[config.mk]
export PLATFORM = sky130hd
export DESIGN_NAME = bmlsu_ctrl
export DESIGN_NICKNAME = d
export VERILOG_FILES = /design/src/rtl/core/bmlsu_pkg.sv /design/src/rtl/core/bmlsu_ctrl.sv
export SDC_FILE = /design/constraint.sdc
export NUM_CORES = 1
export LEC_CHECK = 0
export BUFFER_PORTS_ARGS = -buffer_cell sky130_fd_sc_hd__buf_4
export CAP_MARGIN = 20
export CORE_AREA = 2 2 39 41
export DETAILED_ROUTE_END_ITERATION = 8
export DIE_AREA = 0 0 41 43
export PLACE_DENSITY_LB_ADDON = 0.05
export REMOVE_ABC_BUFFERS = 1
export SLEW_MARGIN = 15
export SYNTH_ARGS = -nofsm -noshare
export SYNTH_HDL_FRONTEND = slang
export SYNTH_SLANG_ARGS = --single-unit
[constraint.sdc]
create_clock -name clk -period 1.5 [get_ports clk]
set_input_delay 0.075 -clock clk [delete_from_list [all_inputs] [get_ports clk]]
set_output_delay 0.075 -clock clk [all_outputs]
set_load 0.005 [all_outputs]
[src/rtl/core/bmlsu_pkg.sv]
// Package for the byte memory load/store unit: codes, FSM state and control structs.
`default_nettype none
package bmlsu_pkg;

  localparam int S_TDATA_W = 104;
  localparam int M_TDATA_W = 40;

  localparam logic [2:0] CMD_LB  = 3'd0;
  localparam logic [2:0] CMD_LBU = 3'd1;
  localparam logic [2:0] CMD_LW  = 3'd2;
  localparam logic [2:0] CMD_SB  = 3'd3;
  localparam logic [2:0] CMD_SW  = 3'd4;

  localparam logic [1:0] STAT_OK    = 2'd0;
  localparam logic [1:0] STAT_RANGE = 2'd1;
  localparam logic [1:0] STAT_ALIGN = 2'd2;

  typedef enum logic [1:0] {
    S_CLEAR,
    S_IDLE,
    S_EXEC,
    S_FINISH
  } bmlsu_state_t;

  // controller -> datapath
  typedef struct packed {
    logic clr_en;
    logic capture;
    logic exec;
    logic finish;
  } bmlsu_cmd_t;

  // datapath -> controller
  typedef struct packed {
    logic clr_last;
    logic out_free;
  } bmlsu_stat_t;

endpackage
`default_nettype wire

[src/rtl/core/bmlsu_ctrl.sv]
// Controller state machine: clearing pass, accept, execute, result hand-off.
`default_nettype none
module bmlsu_ctrl (
  input  wire                   clk,
  input  wire                   rst,
  input  wire                   s_tvalid,
  output logic                  s_tready,
  input  bmlsu_pkg::bmlsu_stat_t dp_stat,
  output bmlsu_pkg::bmlsu_cmd_t  dp_cmd
);
  import bmlsu_pkg::*;

  bmlsu_state_t state, state_next;

  always_ff @(posedge clk) begin
    if (rst) begin
      state <= S_CLEAR;
    end else begin
      state <= state_next;
    end
  end

  always_comb begin
    state_next = state;
    dp_cmd     = '0;
    s_tready   = 1'b0;
    case (state)
      S_CLEAR: begin
        dp_cmd.clr_en = 1'b1;
        if (dp_stat.clr_last) state_next = S_IDLE;
      end
      S_IDLE: begin
        s_tready = 1'b1;
        if (s_tvalid) begin
          dp_cmd.capture = 1'b1;
          state_next     = S_EXEC;
        end
      end
      S_EXEC: begin
        dp_cmd.exec = 1'b1;
        state_next  = S_FINISH;
      end
      S_FINISH: begin
        // wait for the output register to be free
        if (dp_stat.out_free) begin
          dp_cmd.finish = 1'b1;
          state_next    = S_IDLE;
        end
      end
      default: state_next = S_CLEAR;
    endcase
  end

endmodule
`default_nettype wire

[Word level (Yosys, flattened, before mapping)]
Cells that the tools add are included.
W data, S select, Z words.
Word-level totals
  logic and storage cells: 20
  output and inout bits: 5
  bits in registers: 2
  bits of input ports: 5
Cells by class
  reductions and logical operators: 2
  mux-type cells: 11
  equal/unequal tests: 6
Operators with widths (number)
  $pmux W2 S4: 1
  $mux W1: 7
  $mux W2: 3
  $ne A2 B2 Y1 const B: 3
  $eq A2 B2 Y1 const B: 2
  $reduce_and A3 Y1: 1
  $eq A2 B1 Y1 const B: 1
  $logic_not A2 Y1: 1

[Longest topological paths before layout]
Gate-level depths: netlist of the first run.
  word-level depth: 3
  mapped depth: 4

[Worst setup path after synthesis of the first run]
No wires, ideal clock.
  path kind: reg2reg
  from: register state[0]
  to: register state[0]
  path buffers: 0
  period minus slack after synthesis: 1536 ps
  library setup time: 123 ps
  cell stages (with the launch flop): 5
  required time: 1377 ps
  arrival time: 1412 ps
  path slack: -36 ps
  cells stage by stage: dfxtp_1 > inv_1 > ha_1 > a222oi_1 > mux2_1
Between the ends
  cells in the longest elaborated chain, start to end: 3
Ends and longest elaborated chain
  start: declaration: RTL line bmlsu_ctrl.sv:13  | bmlsu_state_t state, state_next;
  start signal: assignment: RTL line bmlsu_ctrl.sv:19  | state <= state_next;
  $eq A2 B2 Y1, or another cell as far along: RTL line bmlsu_ctrl.sv:27  | case (state)
  $ne A2 B2 Y1 (no source line)
  $reduce_and A3 Y1 (no source line)
Several ways; a longest one is shown, not always the timed one.
A chain may end at the register's enable or synchronous reset.

[Worst setup path in the final report of the first run]
Same ends and word-level chain as after synthesis.

==> run metrics, run 1 <==
most frequent cell after synthesis=ha_1; clock slew at the register clock pins of the worst setup and hold paths=0.03 ns; EDFF count, synth=0; detailed-route vias per instance=3.446; maxcap violations=0; max reg flops=2; leakage=0.0001933 µW; asr flop ratio synth=0%; Cell Pwr Density=1471 nW/µm²; PortBufs=9; clk root buf=clkbuf_4; synth top area cells=ha_1 33%, dfxtp_1 21%, inv_1 8.0%; Placer Congestion=0.7168; H-tree depth=1; share of cells above drive strength 1=70.00%; biggest regs=state x2; cell area after synthesis=187.7 µm²; Placed Area=320.3 µm²; # hold bufs at CTS=0; Pre-Repair DR Iteration Count=4; dpl ws=-0.04329 ns; CTS tree=yes; Worst Skew=0.002091 ns; CORE AREA=1384 µm²; via count=193; number of buffers created by CTS=3; register area share after synthesis=21.33%; die height=43 µm; minimum clock period=1.429 ns; Final Net Count=52; status=completed; Die Wd=41 µm; GRT Residual Overflow=0; period utilization=95.26%; Syn Area/Cell=8.937 µm²; area delta synth->final=114.0%; DRC viols=0; Slew headroom=74.14%; vias in the first global route=197; Max clock buf depth=2; Required @ worst endpoint=1.60 ns; synthesized flop and latch total=2; Crit Path Class=reg -> reg; VDD IR max=520.0 µV; Synth top area share=33.33%; Final Max Slew Viols=0; Post-DRT Antenna Nets=0; Top FF cell, synth=dfxtp_1; Worst Path Arrival=1.53 ns; Final Cell Area=401.6 µm²; dpl hpwl=373.4 µm; synthesized instance count=21; critical-path maximum fanout=3; clk_lat worst skew=0.22 ns; synth cell count leaders=5 x ha_1, 4 x inv_1, 2 x dfxtp_1, 2 x nand2b_1, 2 x nor2_1; first-pass GRT wire length=731 µm; per-cell routed wire length=7.821 µm; DR iter-0 viols=2; Most flops, register=state; number of cell rows=14; Slew @ Worst Pin=0.3879 ns; Yosys top cell by area=ha_1; # setup viols final=0; Fillers=149; setup ws final=0.07106 ns; # IOs=10; ANT cells=0; CP Launch Type=flip-flop; antenna violations before repair=0; RSZ-0062 raised after global routing=true; Cell variety after synth=11; final wirelength=438 µm; Syn. warnings=0; Starting Density=13.56%; CTS sink cnt=2; type of destination of the critical path=flip-flop; all-layer global routing usage=6.406%; Achievable Freq=0.6998 GHz; Setup TNS=0 ns; pin count of the biggest net entering global routing=5; Hold Fails Final Rpt=0; HP Class=in -> reg; die area=1763 µm²
-- metrics by stage --
step	util [%]	total power (µW)	hold WS [ns]	instances
after global placement	23.15	392.6	0.3883	52
after CTS	25.05	521.8	0.1462	55
after detailed placement	23.15	389.7	0.3859	52
final	29.02	590.8	0.1461	56
after floorplan	-	202.8	0.2553	21
after global routing	29.02	649.0	0.1663	56
-- worst max-delay path, stage by stage, from the launching register on --
cell      delay, ns
dfxtp_4        0.37
inv_4          0.04
ha_4           0.14
a222oi_1       0.39
mux2_1         0.36
-- layout by cell type, fill, tap and decap left out, drive strengths merged --
cell      count
buf          16
ha            5
inv           4
clkbuf        3
nand2b        2
nor2          2
and2          2
dfxtp         2
clkinvlp      1
a222oi        1
mux2i         1
mux2          1
-- power breakdown --
| part | internal, µW | switching, µW | total (µW) |
|---|---|---|---|
| clock network | 88.2 | 29.8 | 118 |
| logic | 234 | 129 | 363 |
| registers | 80.9 | 28.7 | 110 |
-- what timing repair did --
item | in CTS | in global routing
gates resized for setup | 2 | 12
endpoints found under the setup margin | 2 | 2
gates cloned | 0 | 0
pin swaps | 1 | 2
buffers inserted | 0 | 1
-- area by class of cell --
cell class	instances	area, µm²	share of cell area [%]
multi-input cells	14	165.2	41.12
repair buffers	16	123.9	30.84
flip-flops and latches	2	45.04	11.21
inverters	5	25.02	6.231
clock buffers	3	22.52	5.607
well taps	16	20.02	4.984
-- path summary, 6_finish.rpt --
kind | start | to | slack [ns] | cells after the start
max | state[0]$_SDFFE_PP0P_ | state[0]$_SDFFE_PP0P_ | 0.07 | 4
min | rst | state[1]$_SDFFE_PP0P_ | 0.15 | 3
max reg2reg | state[0]$_SDFFE_PP0P_ | state[0]$_SDFFE_PP0P_ | 0.07 | 4
min reg2reg | state[1]$_SDFFE_PP0P_ | state[1]$_SDFFE_PP0P_ | 0.64 | 3
-- logic make-up after synthesis --
| group | share of synthesized area, % |
|---|---|
| muxes | 11.33 |
| buffers and inverters | 10.66 |
| adders and majority gates | 33.33 |
| AOI/OAI and AO/OA | 5.334 |
| DFF | 21.33 |
| and+or+nand+nor | 18.00 |
-- layer usage --
metal / up-vias / track usage, % / routed length (µm) / part of all wire (%)
li1: 106 / - / - / -
met1: 83 / 6.369 / 159 / 36
met2: 4 / 10.00 / 255 / 58
met3: 0 / 0 / 23 / 5.3
met4: 0 / 8.000 / 0 / 0
met5: - / 0 / 0 / 0
(Power assumes the default switching activity.)
==> run 2: changes to the inputs <==
Settings changed: PLACE_DENSITY_LB_ADDON 0.05 to unset.
==> run 2 against run 1 <==
  * Setup slack lost 0.0025 ns
  * Global-route usage shrank 0.60 points
  * Flip-flop and latch count is the same
  * Combinational power shrank 4%
  * Critical endpoint unchanged
  * Critical path type unchanged
  * Register-to-register slack is essentially flat
  * Non-clock buffer count shrank 1
  * Power shrank 3.2%
  * Critical path depth grew 1
  * Wire length is the same
  * Largest cell class unchanged
==> run metrics, run 2 (synthesis gave the netlist of run 1 again) <==
GRT Residual Overflow=0 (unchanged); clk root buf=clkbuf_4 (unchanged); internal reg-to-reg setup slack=0.07 ns (about the same); clk_lat worst skew=0.22 ns (about the same); Achievable Freq=0.6986 GHz (was 0.6998 GHz); type of destination of the critical path=flip-flop (unchanged); Placer Congestion=0.6408 (was 0.7168); CTS sink cnt=2 (unchanged); Worst R2R Path Depth=5 (was 4); biggest regs=state x2 (unchanged); Final Max Slew Viols=0 (unchanged); clock slew at the register clock pins of the worst setup and hold paths=0.03 ns (about the same); Hold Path Depth=3 (unchanged); cell mode on critical path=buf_4; Slew @ Worst Pin=0.2663 ns (was 0.3879 ns); CORE AREA=1384 µm² (unchanged); Required @ worst endpoint=1.61 ns (was 1.60 ns); switch share=31.99% (was 31.77%); Worst Path Arrival=1.54 ns (was 1.53 ns); all-layer global routing usage=5.806% (was 6.406%); final wirelength=438 µm (unchanged); pin count of the biggest net entering global routing=5 (unchanged); leakage=0.0001904 µW (was 0.0001933 µW); FF/Latch Area=45.04 µm² (unchanged); Crit Path Class=reg -> reg (unchanged); area of the multi-input gates=168.9 µm² (was 165.2 µm²); min-delay src=rst (unchanged); CP Launch Type=flip-flop (unchanged); first-pass GRT wire length=614 µm (was 731 µm); CTS tree=yes (unchanged); Most flops, register=state (unchanged); period utilization=95.43% (was 95.26%); detailed-route vias per instance=3.673 (was 3.446); reg-to-reg endpoint=state[0]$_SDFFE_PP0P_ (unchanged); Clock power frac=20.9% (was 20.0%); worst path cell trace=buf_4 -> ha_4 -> a222oi_1 -> buf_4 -> mux2_4 (was inv_4 -> ha_4 -> a222oi_1 -> mux2_1); antenna violations before repair=0 (unchanged); die height=43 µm (unchanged); VDD IR max=584.1 µV (was 520.0 µV); Critical Path Max Stage Delay=0.35 ns (was 0.39 ns); Comb pwr share=60.9% (was 61.5%); Cell Int Power=389.1 µW (was 403.1 µW); number of cell rows=14 (unchanged); minimum clock period=1.431 ns (was 1.429 ns); Slew headroom=82.24% (was 74.14%); maxcap violations=0 (unchanged); dpl hpwl=310.5 µm (was 373.4 µm); DRC viols=0 (unchanged); Critical Path Source=state[0]$_SDFFE_PP0P_ (unchanged); area delta synth->final=108.7% (was 114.0%); Post-DRT Antenna Nets=0 (unchanged); CP top delay family=flip-flops (was compound AO/OA/AOI/OAI gates); # setup viols final=0 (unchanged); via count=202 (was 193); status=completed (unchanged); Worst Skew=0.002824 ns (was 0.002091 ns); Inst Count DP=51 (was 52); critical-path maximum fanout=3 (unchanged); DR iter-0 viols=5 (was 2); Cell Pwr Density=1461 nW/µm² (was 1471 nW/µm²); number of buffers created by CTS=3 (unchanged); NetSw=183.0 µW (was 187.7 µW); ANT cells=0 (unchanged); Hold Crit Endpoint=state[1]$_SDFFE_PP0P_ (unchanged); crit path buf inv count=2 (was 1); Final Net Count=51 (was 52); Slowest cell on crit path=dfxtp_4 (was a222oi_1); HP Class=in -> reg (unchanged); commonest non-fill, non-tap cell in the layout=buf_4 (unchanged); WHS=0.1395 ns (was 0.1461 ns); RR Startpoint=state[0]$_SDFFE_PP0P_ (unchanged); max reg flops=2 (unchanged); vias in the first global route=174 (was 197); Seq pwr share=18.2% (was 18.6%); H-tree depth=1 (unchanged); share of cells above drive strength 1=71.79% (was 70.00%); Hold Fails Final Rpt=0 (unchanged); Finished Core Util=28.30% (was 29.02%); RSZ-0062 raised after global routing=true (unchanged); most frequent cells in the layout=15 x buf_4, 3 x ha_4, 3 x clkbuf_4 (unchanged); PortBufs=9 (unchanged); die area=1763 µm² (unchanged); per-cell routed wire length=7.964 µm (was 7.821 µm); # IOs=10 (unchanged); Die Wd=41 µm (unchanged); Max clock buf depth=2 (unchanged); total power=572.1 µW (was 590.8 µW); Pre-Repair DR Iteration Count=4 (unchanged); Fillers=153 (was 149); Starting Density=13.56% (unchanged); final std cells w/o fill=55 (was 56)
-- run 2: cell types whose count changed in the layout (fill, tap and decap cells not counted) --
cell	previous run	this run
buf_6	1	0
inv_2	0	1
inv_4	2	1
mux2_1	1	0
mux2_4	0	1
-- run 2: worst register-to-register path, cell delays in order, from the launching register on --
cell      delay (ns)
dfxtp_4         0.35
buf_4           0.15
ha_4            0.15
a222oi_1        0.21
buf_4           0.18
mux2_4          0.28
-- run 2: final cells by class --
| class | instances | share of cell area, % |
|---|---|---|
| multi-input cells | 14 | 43.13 |
| well taps | 16 | 5.112 |
| inverters | 5 | 5.751 |
| repair buffers | 15 | 28.75 |
| clock buffers | 3 | 5.751 |
| flip-flops and latches | 2 | 11.50 |
-- run 2: metrics by stage --
stage	area [µm²]	setup TNS, ns	setup slack (ns)
detailed placement	312.8	-0.02163	-0.02163
CTS	342.8	0	0.01356
global route	391.6	-0.07281	-0.05894
finish	391.6	0	0.06854
floorplan	187.7	-0.03560	-0.03560
global placement	312.8	0	0.003143
-- run 2: how the worst max path moves through the flow --
stage                                  endpoint  slack (ns)  cells past startpoint
final                     state[0]$_SDFFE_PP0P_        0.07                      5
after global routing      state[0]$_SDFFE_PP0P_       -0.06                      5
after CTS                 state[0]$_SDFFE_PP0P_        0.01                      5
after detailed placement  state[0]$_SDFFE_PP0P_       -0.02                      4
after global placement    state[0]$_SDFFE_PP0P_       0.003                      4
after floorplan           state[0]$_SDFFE_PP0P_       -0.04                      4
-- run 2: power by group through the flow --
stage               combinational (µW)  sequential, µW  clock [µW]
floorplan                          115            88.2           0
global placement                   277            83.7           0
detailed placement                 277            85.4           0
CTS                                295            84.9         128
global route                       398             107         134
finish                             349             104         119
-- run 2: per-layer routing --
| metal | GRT usage (%) | part of all wire (%) | vias to the layer above |
|---|---|---|---|
| li1 | - | - | 102 |
| met1 | 6.051 | 46 | 89 |
| met2 | 6.563 | 42 | 11 |
| met3 | 6.283 | 11 | 0 |
| met4 | 4.000 | 0 | 0 |
| met5 | 0 | 0 | - |
-- run 2: repair_timing --
item,4_1_cts,5_1_grt
hold buffers,0,0
hold endpoints to repair,0,0
resized for setup,0,13
setup endpoints to repair,1,2
setup buffers,1,0
pin swaps,1,2
==> run 3: changes to the inputs <==
Settings changed: PLACE_DENSITY set to 0.35.
==> run 3 against run 2 <==
  * Sequential share of layout area is 0.30 points higher
  * Sequential power rose by 4%
  * Clock skew shrank 0.0028 ns
  * Largest power group unchanged
  * Power down 2.8%
  * Flip-flop and latch count did not move
==> run metrics, run 3 (synthesis gave the netlist of run 1 again) <==
Slowest cell on crit path=dfxtp_2 (was dfxtp_4); Placer Congestion=0.5730 (was 0.6408); clk root buf=clkbuf_4 (unchanged); share of cells above drive strength 1=71.79% (unchanged); Starting Density=13.56% (unchanged); dpl hpwl=385.6 µm (was 310.5 µm); Hold Path Depth=3 (unchanged); clk_lat worst skew=0.22 ns (about the same); die height=43 µm (unchanged); Die Wd=41 µm (unchanged); period utilization=95.76% (was 95.43%); detailed-route vias per instance=3.491 (was 3.673); Most flops, register=state (unchanged); DRC viols=0 (unchanged); max reg flops=2 (unchanged); commonest non-fill, non-tap cell in the layout=buf_4 (unchanged); Critical Path Max Stage Delay=0.34 ns (was 0.35 ns); Slew headroom=82.40% (was 82.24%); per-cell routed wire length=7.855 µm (was 7.964 µm); Pre-Repair DR Iteration Count=4 (unchanged); CP Launch Type=flip-flop (unchanged); critical-path maximum fanout=3 (unchanged); Final Max Slew Viols=0 (unchanged); RR Startpoint=state[1]$_SDFFE_PP0P_ (was state[0]$_SDFFE_PP0P_); worst path cell trace=inv_4 -> ha_4 -> a222oi_1 -> buf_4 -> mux2_4 (was buf_4 -> ha_4 -> a222oi_1 -> buf_4 -> mux2_4); first-pass GRT wire length=772 µm (was 614 µm); antenna violations before repair=0 (unchanged); number of cell rows=14 (unchanged); Cell Pwr Density=1457 nW/µm² (was 1461 nW/µm²); DR iter-0 viols=3 (was 5); Crit Path Class=reg -> reg (unchanged); Comb pwr share=59.9% (was 60.9%); VDD IR max=477.5 µV (was 584.1 µV); Placed Area=312.8 µm² (unchanged); Max clock buf depth=2 (unchanged); NetSw=169.2 µW (was 183.0 µW); leakage=0.0001890 µW (was 0.0001904 µW); Cell Int Power=386.7 µW (was 389.1 µW); Seq pwr share=19.5% (was 18.2%); minimum clock period=1.436 ns (was 1.431 ns); biggest regs=state x2 (unchanged); area delta synth->final=103.3% (was 108.7%); maxcap violations=0 (unchanged); CTS sink cnt=2 (unchanged); PortBufs=9 (unchanged); clock slew at the register clock pins of the worst setup and hold paths=0.03 ns (about the same); Worst Skew=0.0000008743 ns (was 0.002824 ns); final wirelength=432 µm (was 438 µm); H-tree depth=1 (unchanged); Required @ worst endpoint=1.60 ns (was 1.61 ns); ANT cells=0 (unchanged); RSZ-0062 raised after global routing=true (unchanged); Worst R2R Path Depth=5 (unchanged); Inst Count DP=51 (unchanged); vias in the first global route=220 (was 174); final std cells w/o fill=55 (unchanged); Hold Fails Final Rpt=0 (unchanged); Achievable Freq=0.6962 GHz (was 0.6986 GHz); HP Class=in -> reg (unchanged); Worst Path Arrival=1.54 ns (about the same); Finished Core Util=27.58% (was 28.30%); CTS tree=yes (unchanged); # IOs=10 (unchanged); switch share=30.43% (was 31.99%); die area=1763 µm² (unchanged); GRT Residual Overflow=0 (unchanged); Setup TNS=0 ns (unchanged); WHS=0.1478 ns (was 0.1395 ns); most frequent cells in the layout=15 x buf_4, 3 x clkbuf_4 (was 15 x buf_4, 3 x ha_4, 3 x clkbuf_4); via count=192 (was 202); status=completed (unchanged); number of buffers created by CTS=3 (unchanged); # setup viols final=0 (unchanged); reg-to-reg endpoint=state[0]$_SDFFE_PP0P_ (unchanged); CP top delay family=flip-flops (unchanged); all-layer global routing usage=7.007% (was 5.806%); Post-DRT Antenna Nets=0 (unchanged); pin count of the biggest net entering global routing=5 (unchanged); min-delay src=rst (unchanged); internal reg-to-reg setup slack=0.06 ns (was 0.07 ns); CORE AREA=1384 µm² (unchanged); type of destination of the critical path=flip-flop (unchanged); crit path buf inv count=2 (unchanged); Slew @ Worst Pin=0.2641 ns (was 0.2663 ns); Final Cell Area=381.6 µm² (was 391.6 µm²); Final Net Count=51 (unchanged); # hold bufs at CTS=0 (unchanged); Clock power frac=20.6% (was 20.9%); Hold Crit Endpoint=state[1]$_SDFFE_PP0P_ (unchanged)
==> run 3: worst max-delay path by stage <==
stage | start | end | slack, ns | cells after the start
6_report | state[1]$_SDFFE_PP0P_ | state[0]$_SDFFE_PP0P_ | 0.06 | 5
3_5_place_dp | state[0]$_SDFFE_PP0P_ | state[0]$_SDFFE_PP0P_ | -0.09 | 4
5_1_grt | state[1]$_SDFFE_PP0P_ | state[0]$_SDFFE_PP0P_ | -0.03 | 5
2_1_floorplan | state[0]$_SDFFE_PP0P_ | state[0]$_SDFFE_PP0P_ | -0.04 | 4
3_3_place_gp | state[0]$_SDFFE_PP0P_ | state[0]$_SDFFE_PP0P_ | -0.06 | 4
4_1_cts | state[1]$_SDFFE_PP0P_ | state[0]$_SDFFE_PP0P_ | 0.007 | 5
==> run 3: per-stage QoR <==
step | total power (µW) | setup slack (ns)
floorplan | 202.8 | -0.03560
global placement | 367.0 | -0.05733
detailed placement | 371.9 | -0.09413
CTS | 515.0 | 0.006567
global route | 623.7 | -0.02657
finish | 555.8 | 0.06358
==> run 3: routing by layer <==
metal | up-vias | wire length [µm] | GRT usage (%)
met5 | - | 0 | 0
met2 | 10 | 193 | 9.688
met4 | 0 | 0 | 8.000
met3 | 0 | 41 | 3.141
met1 | 79 | 197 | 6.688
li1 | 103 | - | -
==> run 3: cell type report <==
class | count | area, µm²
flip-flops and latches | 2 | 45.04
repair buffers | 15 | 112.6
inverters | 5 | 22.52
clock buffers | 3 | 22.52
well taps | 16 | 20.02
multi-input cells | 14 | 158.9
fillers | 159 | 1002
==> run 3: power groups by stage <==
stage                     clock network, µW  registers (µW)  logic [µW]
after floorplan                           0            88.2         115
after global placement                    0            87.0         280
after detailed placement                  0            89.4         282
after CTS                               124            91.3         299
after global routing                    126             113         385
final                                   114             108         333
==> run 3: tightest hold or removal path, cell delays in order <==
cell,delay (ns)
buf_4,0.09
nand2b_1,0.09
mux2i_1,0.06
==> run 3: repair_timing <==
| action | 4_1_cts | 5_1_grt |
|---|---|---|
| pin swaps | 1 | 2 |
| setup buffers | 1 | 0 |
| gates resized for setup | 1 | 11 |
| endpoints found under the hold margin | 0 | 0 |
| endpoints found under the setup margin | 2 | 2 |
